===== src/hdl/utf16_to_utf8_transcoder_macros.svh =====
// Assertion macros for the UTF-16 to UTF-8 transcoder.
`ifndef UTF16_TO_UTF8_TRANSCODER_MACROS_SVH
`define UTF16_TO_UTF8_TRANSCODER_MACROS_SVH

// Check that the consequent holds in the same cycle as the antecedent.
`define U2U_ASSERT_NOW(label, ante, cons) \
  label: assert property (@(posedge clk) disable iff (!rst_n) (ante) |-> (cons)) \
    else $error("transcoder check failed");

// Check that the consequent holds in the cycle after the antecedent.
`define U2U_ASSERT_NEXT(label, ante, cons) \
  label: assert property (@(posedge clk) disable iff (!rst_n) (ante) |=> (cons)) \
    else $error("transcoder check failed");

`endif


===== src/hdl/u2u_pkg.sv =====
// Package: types, constants and encode functions for the UTF-16 to UTF-8 transcoder.
`default_nettype none
package u2u_pkg;

  localparam int CfgAddrW = 3;
  localparam logic [CfgAddrW-1:0] REG_COLON_FIX = 3'd0;

  localparam logic [15:0] FULLWIDTH_COLON = 16'hFF1A;
  localparam logic [15:0] ASCII_COLON     = 16'h003A;
  localparam logic [5:0]  HIGH_SURR_TAG   = 6'b110110;
  localparam logic [5:0]  LOW_SURR_TAG    = 6'b110111;
  localparam logic [20:0] SUPP_BASE       = 21'h10000;

  typedef struct packed {
    logic [31:0] bytes;
    logic [2:0]  cnt;
  } enc_t;

  typedef struct packed {
    logic [47:0] bytes;
    logic [2:0]  cnt;
    logic        str_end;
  } batch_t;

  function automatic enc_t enc16(input logic [15:0] cp);
    enc_t r;
    r.bytes = '0;
    if (cp < 16'h0080) begin
      r.bytes[7:0] = cp[7:0];
      r.cnt        = 3'd1;
    end else if (cp < 16'h0800) begin
      r.bytes[7:0]  = 8'hC0 | {3'b000, cp[10:6]};
      r.bytes[15:8] = 8'h80 | {2'b00, cp[5:0]};
      r.cnt         = 3'd2;
    end else begin
      r.bytes[7:0]   = 8'hE0 | {4'b0000, cp[15:12]};
      r.bytes[15:8]  = 8'h80 | {2'b00, cp[11:6]};
      r.bytes[23:16] = 8'h80 | {2'b00, cp[5:0]};
      r.cnt          = 3'd3;
    end
    return r;
  endfunction

  function automatic enc_t enc_pair(input logic [9:0] hi, input logic [9:0] lo);
    enc_t        r;
    logic [20:0] cp;
    cp = SUPP_BASE + {1'b0, hi, lo};
    r.bytes[7:0]   = 8'hF0 | {5'b00000, cp[20:18]};
    r.bytes[15:8]  = 8'h80 | {2'b00, cp[17:12]};
    r.bytes[23:16] = 8'h80 | {2'b00, cp[11:6]};
    r.bytes[31:24] = 8'h80 | {2'b00, cp[5:0]};
    r.cnt          = 3'd4;
    return r;
  endfunction

endpackage
`default_nettype wire


===== src/hdl/utf16_to_utf8_transcoder.sv =====
// UTF-16 to UTF-8 transcoder top level.
// Throughput: one input item per cycle at best; one output byte per cycle while
// out_stall is low; a multi-byte item stalls the input until its last byte is taken.
// Reset (synchronous, rst_n low): pipeline empty, no surrogate held, colon fix enabled.
`default_nettype none
`include "utf16_to_utf8_transcoder_macros.svh"
module utf16_to_utf8_transcoder
  import u2u_pkg::*;
(
  input  wire logic                clk,
  input  wire logic                rst_n,
  input  wire logic                in_valid,
  output logic                     in_stall,
  input  wire logic [15:0]         in_code_unit,
  output logic                     out_valid,
  input  wire logic                out_stall,
  output logic [7:0]               out_byte,
  output logic                     out_last,
  output logic                     out_string_end,
  input  wire logic                psel,
  input  wire logic                penable,
  input  wire logic                pwrite,
  input  wire logic [CfgAddrW-1:0] paddr,
  input  wire logic [31:0]         pwdata,
  output logic [31:0]              prdata,
  output logic                     pready
);

  logic        s1_vld_r;
  logic [15:0] s1_unit_r;
  logic        colon_en_r;
  logic        load_rdy, advance, in_xfer;
  batch_t      batch;

  assign pready   = 1'b1;
  assign prdata   = (paddr == REG_COLON_FIX) ? {31'h0, colon_en_r} : 32'h0;
  assign in_stall = s1_vld_r && !load_rdy;
  assign in_xfer  = in_valid && !in_stall;
  assign advance  = s1_vld_r && load_rdy;

  always_ff @(posedge clk) begin
    if (!rst_n) begin
      colon_en_r <= 1'b1;
    end else if (psel && penable && pwrite && pready && paddr == REG_COLON_FIX) begin
      colon_en_r <= pwdata[0];
    end
  end

  always_ff @(posedge clk) begin
    if (!rst_n) begin
      s1_vld_r <= 1'b0;
    end else if (in_xfer) begin
      s1_vld_r <= 1'b1;
    end else if (advance) begin
      s1_vld_r <= 1'b0;
    end
  end

  always_ff @(posedge clk) begin
    if (in_xfer) begin
      s1_unit_r <= in_code_unit;
    end
  end

  u2u_encode u_encode (
    .clk      (clk),
    .rst_n    (rst_n),
    .advance  (advance),
    .unit     (s1_unit_r),
    .colon_en (colon_en_r),
    .batch    (batch)
  );

  u2u_serializer u_serializer (
    .clk            (clk),
    .rst_n          (rst_n),
    .load           (advance),
    .batch          (batch),
    .load_rdy       (load_rdy),
    .out_valid      (out_valid),
    .out_stall      (out_stall),
    .out_byte       (out_byte),
    .out_last       (out_last),
    .out_string_end (out_string_end)
  );

  `U2U_ASSERT_NOW(a_end_is_last_zero, out_valid && out_string_end, out_last && out_byte == 8'h00)
  `U2U_ASSERT_NEXT(a_in_xfer_fills_s1, in_xfer, s1_vld_r)
  `U2U_ASSERT_NEXT(a_s1_held_on_stall, s1_vld_r && !load_rdy, s1_vld_r && $stable(s1_unit_r))

endmodule
`default_nettype wire


===== src/hdl/u2u_encode.sv =====
// Encoder: surrogate hold state and expansion of one code unit into a byte batch.
`default_nettype none
module u2u_encode
  import u2u_pkg::*;
(
  input  wire logic        clk,
  input  wire logic        rst_n,
  input  wire logic        advance,
  input  wire logic [15:0] unit,
  input  wire logic        colon_en,
  output batch_t           batch
);

  logic       held_vld_r, held_vld_nxt;
  logic [9:0] held_bits_r, held_bits_nxt;
  logic [15:0] u_fix;
  logic        is_low, is_high, prefix;
  enc_t        main_enc, held_enc;

  always_comb begin
    u_fix = (colon_en && unit == FULLWIDTH_COLON) ? ASCII_COLON : unit;
    is_low  = (u_fix[15:10] == LOW_SURR_TAG);
    is_high = (u_fix[15:10] == HIGH_SURR_TAG);
    held_enc = enc16({HIGH_SURR_TAG, held_bits_r});
    held_vld_nxt  = 1'b0;
    held_bits_nxt = held_bits_r;
    prefix        = held_vld_r;
    batch.str_end = 1'b0;
    main_enc      = '0;
    if (unit == 16'h0000) begin
      main_enc.cnt  = 3'd1;
      batch.str_end = 1'b1;
    end else if (held_vld_r && is_low) begin
      main_enc = enc_pair(held_bits_r, u_fix[9:0]);
      prefix   = 1'b0;
    end else if (is_high) begin
      held_vld_nxt  = 1'b1;
      held_bits_nxt = u_fix[9:0];
    end else begin
      main_enc = enc16(u_fix);
    end
    if (prefix) begin
      batch.bytes = {main_enc.bytes[23:0], held_enc.bytes[23:0]};
      batch.cnt   = 3'd3 + main_enc.cnt;
    end else begin
      batch.bytes = {16'h0000, main_enc.bytes};
      batch.cnt   = main_enc.cnt;
    end
  end

  always_ff @(posedge clk) begin
    if (!rst_n) begin
      held_vld_r  <= 1'b0;
      held_bits_r <= '0;
    end else if (advance) begin
      held_vld_r  <= held_vld_nxt;
      held_bits_r <= held_bits_nxt;
    end
  end

endmodule
`default_nettype wire


===== src/hdl/u2u_serializer.sv =====
// Result register: holds a byte batch and shifts it out one byte per transfer.
`default_nettype none
module u2u_serializer
  import u2u_pkg::*;
(
  input  wire logic       clk,
  input  wire logic       rst_n,
  input  wire logic       load,
  input  wire batch_t     batch,
  output logic            load_rdy,
  output logic            out_valid,
  input  wire logic       out_stall,
  output logic [7:0]      out_byte,
  output logic            out_last,
  output logic            out_string_end
);

  logic [47:0] bytes_r;
  logic [2:0]  cnt_r;
  logic        end_r;
  logic        take;

  assign out_valid      = (cnt_r != 3'd0);
  assign take           = out_valid && !out_stall;
  assign load_rdy       = (cnt_r == 3'd0) || (cnt_r == 3'd1 && !out_stall);
  assign out_byte       = bytes_r[7:0];
  assign out_last       = (cnt_r == 3'd1);
  assign out_string_end = end_r && (cnt_r == 3'd1);

  always_ff @(posedge clk) begin
    if (!rst_n) begin
      cnt_r <= 3'd0;
    end else if (load) begin
      cnt_r <= batch.cnt;
    end else if (take) begin
      cnt_r <= cnt_r - 3'd1;
    end
  end

  always_ff @(posedge clk) begin
    if (load) begin
      bytes_r <= batch.bytes;
      end_r   <= batch.str_end;
    end else if (take) begin
      bytes_r <= {8'h00, bytes_r[47:8]};
    end
  end

endmodule
`default_nettype wire


===== config.mk =====
export PLATFORM = sky130hd
export DESIGN_NAME = utf16_to_utf8_transcoder
export DESIGN_NICKNAME = d
export VERILOG_FILES = /design/src/hdl/u2u_pkg.sv /design/src/hdl/utf16_to_utf8_transcoder.sv /design/src/hdl/u2u_encode.sv /design/src/hdl/u2u_serializer.sv
export VERILOG_INCLUDE_DIRS = /design/src /design/src/hdl
export SDC_FILE = /design/constraint.sdc
export NUM_CORES = 1
export LEC_CHECK = 0
export BUFFER_PORTS_ARGS = -buffer_cell sky130_fd_sc_hd__buf_2
export CORE_MARGIN = 2
export CORE_UTILIZATION = 45
export DETAILED_ROUTE_END_ITERATION = 6
export PLACE_DENSITY = 0.67
export SYNTH_ARGS = -nofsm -noshare
export SYNTH_HDL_FRONTEND = slang
export SYNTH_HIERARCHICAL = 1
export SYNTH_SLANG_ARGS = --single-unit
export TNS_END_PERCENT = 1

===== constraint.sdc =====
create_clock -name clk -period 5.55 [get_ports clk]
set_input_delay 1.11 -clock clk [delete_from_list [all_inputs] [get_ports clk]]
set_output_delay 1.11 -clock clk [all_outputs]
set_load 0.01 [all_outputs]

==> metrics.md, run 1 <==
| Metric | Value |
|---|---|
| Setup violations, final | 0 |
| Fin crit period | between 3 and 4 ns |
| # Post-CTS Setup Buffers | 0 |
| Die Height | around 110 um |
| Fmax | ~320 MHz |
| Post-synth EDFFs | 65 |
| RSZ-0062 raised after global routing | no |
| Setup TNS | 0 ns |
| Dpl hpwl | slightly below 7 mm |
| Vias in the first global route | 2998 |
| Min-delay worst type | reg2reg |
| Clk_lat worst skew | 0.36 ns |
| Antenna-violating nets left | 0 |
| Total wire length | ~10 mm |
| Synth Register Bits | 81 |
| Gr usage total | 0.187 |
| Die width | roughly 110 um |
| Critical path class | reg2reg |
| Num CTS Buffers | 9 |
| Crit path DAT | 3.14 ns |
| Worst Path Buf+Inv | 5 |
| Grt ovf | 0 |
| CP endpoint kind | register |
| Clock skew | 0.0132 ns |
| Post-CTS Hold Buffers | 0 |
| Initial antenna violation count | 0 |
| Port buffer count | 39 |
| Worst Max-Slew Pin Slew | between 1 and 1.5 ns |
| Worst hold path cell count | 2 |
| Seq/Total Area, Yosys | 0.482 |
| Synthesis Warnings | 6 |
| MaxCap Viol Count | 0 |
| CP delay by family, top | buffers and inverters |
| Vias | ~3.3k |
| Clock sink total | just over 80 |
| Post-Place Setup Slack | slightly above 2 ns |
| Worst-path clk slew | roughly 0.09 ns |
| Max IR drop VDD | 0.172 mV |
| Required time worst endpoint | around 5.6 ns |
| DRC | 0 |
| Synth async-reset ratio | 0 |
| WL/cell | around 17 um |
| Vias/cell | approximately 5.6 |
| Initial Util | 0.461 |
| Cell count along the critical path | 10 |
| Status | finished clean |
| DIE AREA | about 11000 um^2 |
| Mapped Avg Cell Area | between 10 and 15 um^2 |
| First-pass GRT wire length | approximately 16 mm |
| Share of layout cells above drive strength 1 | 0.178 |
| FP Rows | 37 |
| Diodes inserted | 0 |
| Nets | slightly above 500 |
| Final number of max-transition violations | 0 |
| Primary FF master, synth | edfxtp_1 |
| Final Hold Viols | 0 |
| IO Pins | just over 100 |
| CTS Buffer Depth | 2 |
| Tcrit/Tclk final | 0.565 |
| H-tree depth | 3 |
| Critical-path cell list | inv_1 -> ha_1 -> nor2b_1 -> inv_1 -> o21ai_0 -> and2_2 -> buf_4 -> inv_2 -> o21ai_4 -> buf_4 |
| Worst stage delay on the critical path | roughly 0.50 ns |
| Cell Area, Synth | between 4000 and 5000 um^2 |
| Crit path setup slack, layout | 2.41 ns |
| Critical Path Fanout Max | between 50 and 60 |
| R2R cell count | 10 |
| Post_cts resized | 0 |
| CTS root buffer | clkbuf_8 |
| CTS tree | yes |
| Area growth from synthesis to layout | 4.96% |
| Pleak | 1.89 nW |
| Synth Instances | roughly 440 |
| Netlist cell types | 63 |
| Startpoint types | register |
| TritonRoute pass-1 iters | 5 |
| Crit-path slowest cell | buf_4 |
| Global placement routability congestion | ~0.93 |
| Initial drt markers | 280 |
| Largest net degree at the start of global routing | 55 |
| Power Density | about 400 nW/um^2 |
| Slew margin rel. | 0.189 |
| Core outline area | roughly 10000 um^2 |
## kinds of logic (layout without fill, tap and decap cells)
group                    after synthesis  in the layout  synth area share
AO/OA/AOI/OAI                         88             88             0.123
multiplexers                          45             45             0.106
AND/OR/NAND/NOR                      130            130             0.153
flip-flops                            81             81             0.482
XOR/XNOR                               3              3           0.00557
buffers and inverters                 84             72             0.115
adder cells (fa/ha/maj)                5              5            0.0133
other                                  3             36           0.00239
## cell type report
cell class	count	area [um^2]
multi-input combinational	307	2050
clock inverter	7	68.8
inverter	14	52.6
timing repair buffer	42	218
sequential	81	2270
fill	963	5280
clock buffer	9	124
tap	136	170
## routing by layer
layer / share of wire / vias to the layer above / GRT usage
met5: 0 / - / 0
met4: 0.015 / 0 / 0.0677
met3: 0.069 / 15 / 0.0356
met2: 0.45 / 146 / 0.279
met1: 0.47 / 1626 / 0.271
li1: - / 1556 / -
## per-stage QoR
step                      hold WS (ns)  power (mW)  cell area [um^2]  utilization  instances
after floorplan                  0.453        1.51              4840            -        472
after global placement           0.477        1.57              4760        0.465        580
after detailed placement         0.489        1.60              4760        0.465        580
after CTS                        0.500        2.02              4950        0.484        596
after global routing             0.519        2.13              4950        0.484        596
final                            0.494        2.00              4950        0.484        596
## registers in the layout, indices dropped and copies added (netlist names)
signal	cells
colon_en_r	1
u_encode/held_bits_r	10
u_serializer/cnt_r	3
u_serializer/bytes_r	48
u_encode/held_vld_r	1
s1_unit_r	16
s1_vld_r	1
u_serializer/end_r	1
## Yosys cell counts (4+ instances only)
cell	n	area (um^2)
nor2_1	17	63.8
nor2b_1	4	25.0
ha_1	5	62.6
nor3_1	17	85.1
clkbuf_1	10	37.5
nand2_1	35	131
mux2_2	5	56.3
a31oi_1	6	37.5
nand3_1	6	30.0
inv_1	13	48.8
dfxtp_1	16	320
o22ai_1	6	37.5
nor4_1	5	31.3
buf_4	45	338
buf_6	6	67.6
nand2b_1	6	37.5
o31ai_1	7	52.6
a21boi_0	9	67.6
or3_1	5	31.3
o21ai_0	16	80.1
mux2_1	36	405
edfxtp_1	65	1950
and2_1	13	81.3
mux2i_1	4	40.0
buf_2	9	45.0
a21oi_1	18	90.1
## tightest hold or removal path, stage by stage (launching register included)
cell      delay (ns)
dfxtp_1         0.34
nand2_1         0.05
a21boi_0        0.06
## worst paths after layout
check / from / end / slack [ns]
max reg2reg: u_serializer/cnt_r[1] / u_serializer/bytes_r[10] / 2.41
min reg2reg: u_encode/held_bits_r[3] / u_encode/held_bits_r[3] / 0.49
min: u_encode/held_bits_r[3] / u_encode/held_bits_r[3] / 0.49
max: u_serializer/cnt_r[1] / u_serializer/bytes_r[10] / 2.41
## cell usage in the layout (no fill, tap or decap), types with 4 or more instances in the layout
cell type | netlist | layout
a21boi_0 | 9 | 9
a21oi_1 | 18 | 18
a31oi_1 | 6 | 6
and2_1 | 13 | 12
buf_2 | 9 | 39
clkbuf_8 | 0 | 9
conb_1 | 3 | 36
dfxtp_1 | 16 | 16
edfxtp_1 | 65 | 65
ha_1 | 5 | 5
inv_1 | 13 | 13
mux2_1 | 36 | 36
mux2_2 | 5 | 5
mux2i_1 | 4 | 4
nand2_1 | 35 | 35
nand2b_1 | 6 | 6
nand3_1 | 6 | 6
nor2_1 | 17 | 17
nor2b_1 | 4 | 4
nor3_1 | 17 | 16
nor4_1 | 5 | 5
o21ai_0 | 16 | 15
o22ai_1 | 6 | 6
o31ai_1 | 7 | 7
or3_1 | 5 | 5
## power breakdown
group,switching (mW),internal [mW],total (mW)
clock,0.220,0.207,0.427
sequential,0.0770,0.961,1.04
combinational,0.321,0.217,0.538
total,0.618,1.38,2.00
Power figures use the tool's default switching activity.
==> inputs of run 2 (changes only) <==
--- a/config.mk
+++ b/config.mk
@@ -10,7 +10,7 @@
 export CORE_MARGIN = 2
 export CORE_UTILIZATION = 45
 export DETAILED_ROUTE_END_ITERATION = 6
-export PLACE_DENSITY = 0.67
+export PLACE_DENSITY = 0.7
 export SYNTH_ARGS = -nofsm -noshare
 export SYNTH_HDL_FRONTEND = slang
 export SYNTH_HIERARCHICAL = 1
==> constraint.sdc (replaced) <==
create_clock -name clk -period 2.76 [get_ports clk]
set_input_delay 0.552 -clock clk [delete_from_list [all_inputs] [get_ports clk]]
set_output_delay 0.552 -clock clk [all_outputs]
set_load 0.01 [all_outputs]
==> run 2 against run 1 <==
  * Sequential power up 97%
  * Clock skew down 0.0050 ns
  * Wire length increased by 5.5%
  * Global-route usage is 1.2 points higher
  * Count of clock-buffer cells in the layout is the same
  * Non-clock buffer count up 22
  * Fmax is 25% higher
  * Critical endpoint is now u_serializer/bytes_r[25]
  * Largest cell class unchanged
  * Highest routed layer unchanged
==> metrics.md, run 2 (same netlist as run 1, synthesis figures left out) <==
| Metric | Value |
|---|---|
| # Post-CTS Setup Buffers | 0 (unchanged) |
| Min-delay worst type | in2reg (was reg2reg) |
| Pleak | 2.01 nW (was 1.89 nW) |
| CTS tree | yes (unchanged) |
| Share of layout cells above drive strength 1 | 0.216 (was 0.178) |
| Area growth from synthesis to layout | 9.58% (was 4.96%) |
| Power Density | 800 nW/um^2 (was 404 nW/um^2) |
| Die width | 106 um (unchanged) |
| Switching portion of total power | 0.310 (was 0.309) |
| First-pass GRT wire length | 17.2 mm (was 16.3 mm) |
| FP Rows | 37 (unchanged) |
| Initial antenna violation count | 0 (unchanged) |
| DIE AREA | 11300 um^2 (unchanged) |
| Regs by FF count | u_serializer/bytes_r: 48 flops, s1_unit_r: 16 flops, u_encode/held_bits_r: 10 flops (unchanged) |
| Clock skew | 0.00819 ns (was 0.0132 ns) |
| Final Hold Viols | 0 (unchanged) |
| Status | finished clean (unchanged) |
| Core outline area | 10200 um^2 (unchanged) |
| IO Pins | 103 (unchanged) |
| Worst Max-Slew Pin Slew | 0.637 ns (was 1.21 ns) |
| Antenna-violating nets left | 0 (unchanged) |
| WL/cell | 17.0 um (was 16.7 um) |
| MaxCap Viol Count | 0 (unchanged) |
| Grt ovf | 0 (unchanged) |
| TritonRoute pass-1 iters | 5 (unchanged) |
| Clock Power Share | 0.217 (was 0.213) |
| Initial Util | 0.461 (unchanged) |
| Reg with most FFs | u_serializer/bytes_r (unchanged) |
| Internal | 2.85 mW (was 1.38 mW) |
| Slew margin rel. | 0.575 (was 0.189) |
| Vias | 3376 (was 3343) |
| Clk_lat worst skew | 0.36 ns (about the same) |
| Setup TNS | 0 ns (unchanged) |
| Required time worst endpoint | 2.87 ns (was 5.56 ns) |
| Worst-path clk slew | 0.09 ns (about the same) |
| Final number of max-transition violations | 0 (unchanged) |
| Nets | 540 (was 518) |
| Sequential fraction of design power | 0.495 (was 0.518) |
| Num CTS Buffers | 9 (unchanged) |
| CTS root buffer | clkbuf_8 (unchanged) |
| Worst reg2reg endpoint | u_serializer/bytes_r[25] (was u_serializer/bytes_r[10]) |
| Fin crit period | 2.52 ns (was 3.14 ns) |
| Worst hold path cell count | 1 (was 2) |
| Dpl hpwl | 7.46 mm (was 6.85 mm) |
| Switching pwr | 1.28 mW (was 0.618 mW) |
| Crit path DAT | 2.63 ns (was 3.14 ns) |
| R2r startpoint | s1_unit_r[7] (was u_serializer/cnt_r[1]) |
| Fin cells | 618 (was 596) |
| Tcrit/Tclk final | 0.912 (was 0.565) |
| Cell count after placement | 602 (was 580) |
| Vias in the first global route | 3248 (was 2998) |
| Port buffer count | 39 (unchanged) |
| Worst reg-to-reg setup slack | 0.24 ns (was 2.41 ns) |
| RSZ-0062 raised after global routing | no (unchanged) |
| Total wire length | 10.5 mm (was 9.98 mm) |
| Max IR drop VDD | 0.559 mV (was 0.172 mV) |
| Die Height | 106 um (unchanged) |
| Startpoint types | register (unchanged) |
| DRC | 0 (unchanged) |
| Gr usage total | 0.199 (was 0.187) |
| Max reg flops | 48 (unchanged) |
| H-tree depth | 3 (unchanged) |
| Clock sink total | 81 (unchanged) |
| Setup violations, final | 0 (unchanged) |
| Comb power frac | 0.288 (was 0.269) |
| Diodes inserted | 0 (unchanged) |
| CTS Buffer Depth | 2 (unchanged) |
| Critical path class | reg2reg (unchanged) |
| Fmax | 397 MHz (was 319 MHz) |
| Global placement routability congestion | 0.936 (was 0.927) |
| CP endpoint kind | register (unchanged) |
| Post-CTS Hold Buffers | 0 (unchanged) |
| Commonest non-fill, non-tap cell in the layout | edfxtp_1 (unchanged) |
| Vias/cell | 5.46 (was 5.61) |
| Hold Path End | s1_unit_r[1] (was u_encode/held_bits_r[3]) |
| Critical Path Fanout Max | 10 (was 54) |
| Most frequent cells in the layout | 65 x edfxtp_1, 39 x buf_2, 36 x conb_1, 36 x mux2_1, 35 x nand2_1 (unchanged) |
| Initial drt markers | 367 (was 280) |
| R2R cell count | 6 (was 10) |
| Post_cts resized | 0 (unchanged) |
| HP Start | in_code_unit[1] (was u_encode/held_bits_r[3]) |
| Largest net degree at the start of global routing | 49 (was 55) |
[run 2: critical path: stages (launching register included)]
cell and delay (ns):
edfxtp_1 0.49, or4_1 0.62, nor3_2 0.25, a21oi_2 0.17
and2_4 0.22, o211a_1 0.22, mux2_1 0.29
[run 2: metrics by stage]
stage | area, um^2 | power (mW) | utilization | hold slack, ns | setup WS, ns
2_1_floorplan | 4840 | 3.01 | - | 0.453 | 0.109
3_3_place_gp | 4970 | 3.23 | 0.486 | 0.481 | 0.285
3_5_place_dp | 4970 | 3.28 | 0.486 | 0.498 | 0.272
4_1_cts | 5170 | 4.17 | 0.505 | 0.348 | 0.261
5_1_grt | 5170 | 4.39 | 0.505 | 0.334 | 0.0831
6_report | 5170 | 4.14 | 0.505 | 0.366 | 0.242
[run 2: layout make-up]
cell class | instances | area, um^2
inverters | 14 | 52.6
clock inverters | 7 | 76.3
repair buffers | 64 | 433
multi-input cells | 307 | 2040
well taps | 136 | 170
flip-flops and latches | 81 | 2270
fillers | 949 | 5060
clock buffers | 9 | 124
[run 2: how the worst max path moves through the flow]
| stage | start | to | slack [ns] | cells past startpoint |
|---|---|---|---|---|
| floorplan | u_serializer/cnt_r[0] | u_serializer/bytes_r[0] | 0.11 | 10 |
| finish | s1_unit_r[7] | u_serializer/bytes_r[25] | 0.24 | 6 |
| detailed placement | s1_unit_r[15] | u_serializer/cnt_r[1] | 0.27 | 8 |
| global placement | s1_unit_r[7] | u_serializer/bytes_r[25] | 0.29 | 6 |
| global route | u_serializer/cnt_r[0] | u_serializer/bytes_r[10] | 0.08 | 8 |
| CTS | s1_unit_r[7] | u_serializer/bytes_r[25] | 0.26 | 6 |
[run 2: power groups by stage]
| stage | Clock, mW | Combinational (mW) | Sequential (mW) |
|---|---|---|---|
| 2_1_floorplan | 0 | 0.950 | 2.06 |
| 3_3_place_gp | 0 | 1.16 | 2.06 |
| 3_5_place_dp | 0 | 1.19 | 2.08 |
| 4_1_cts | 0.915 | 1.20 | 2.05 |
| 5_1_grt | 0.982 | 1.31 | 2.10 |
| 6_report | 0.898 | 1.19 | 2.05 |
[run 2: metal layers]
| metal | global-route usage | share of wire |
|---|---|---|
| met2 | 0.294 | 0.45 |
| met5 | 0 | 0 |
| met4 | 0.0930 | 0.032 |
| met1 | 0.273 | 0.45 |
| met3 | 0.0497 | 0.069 |
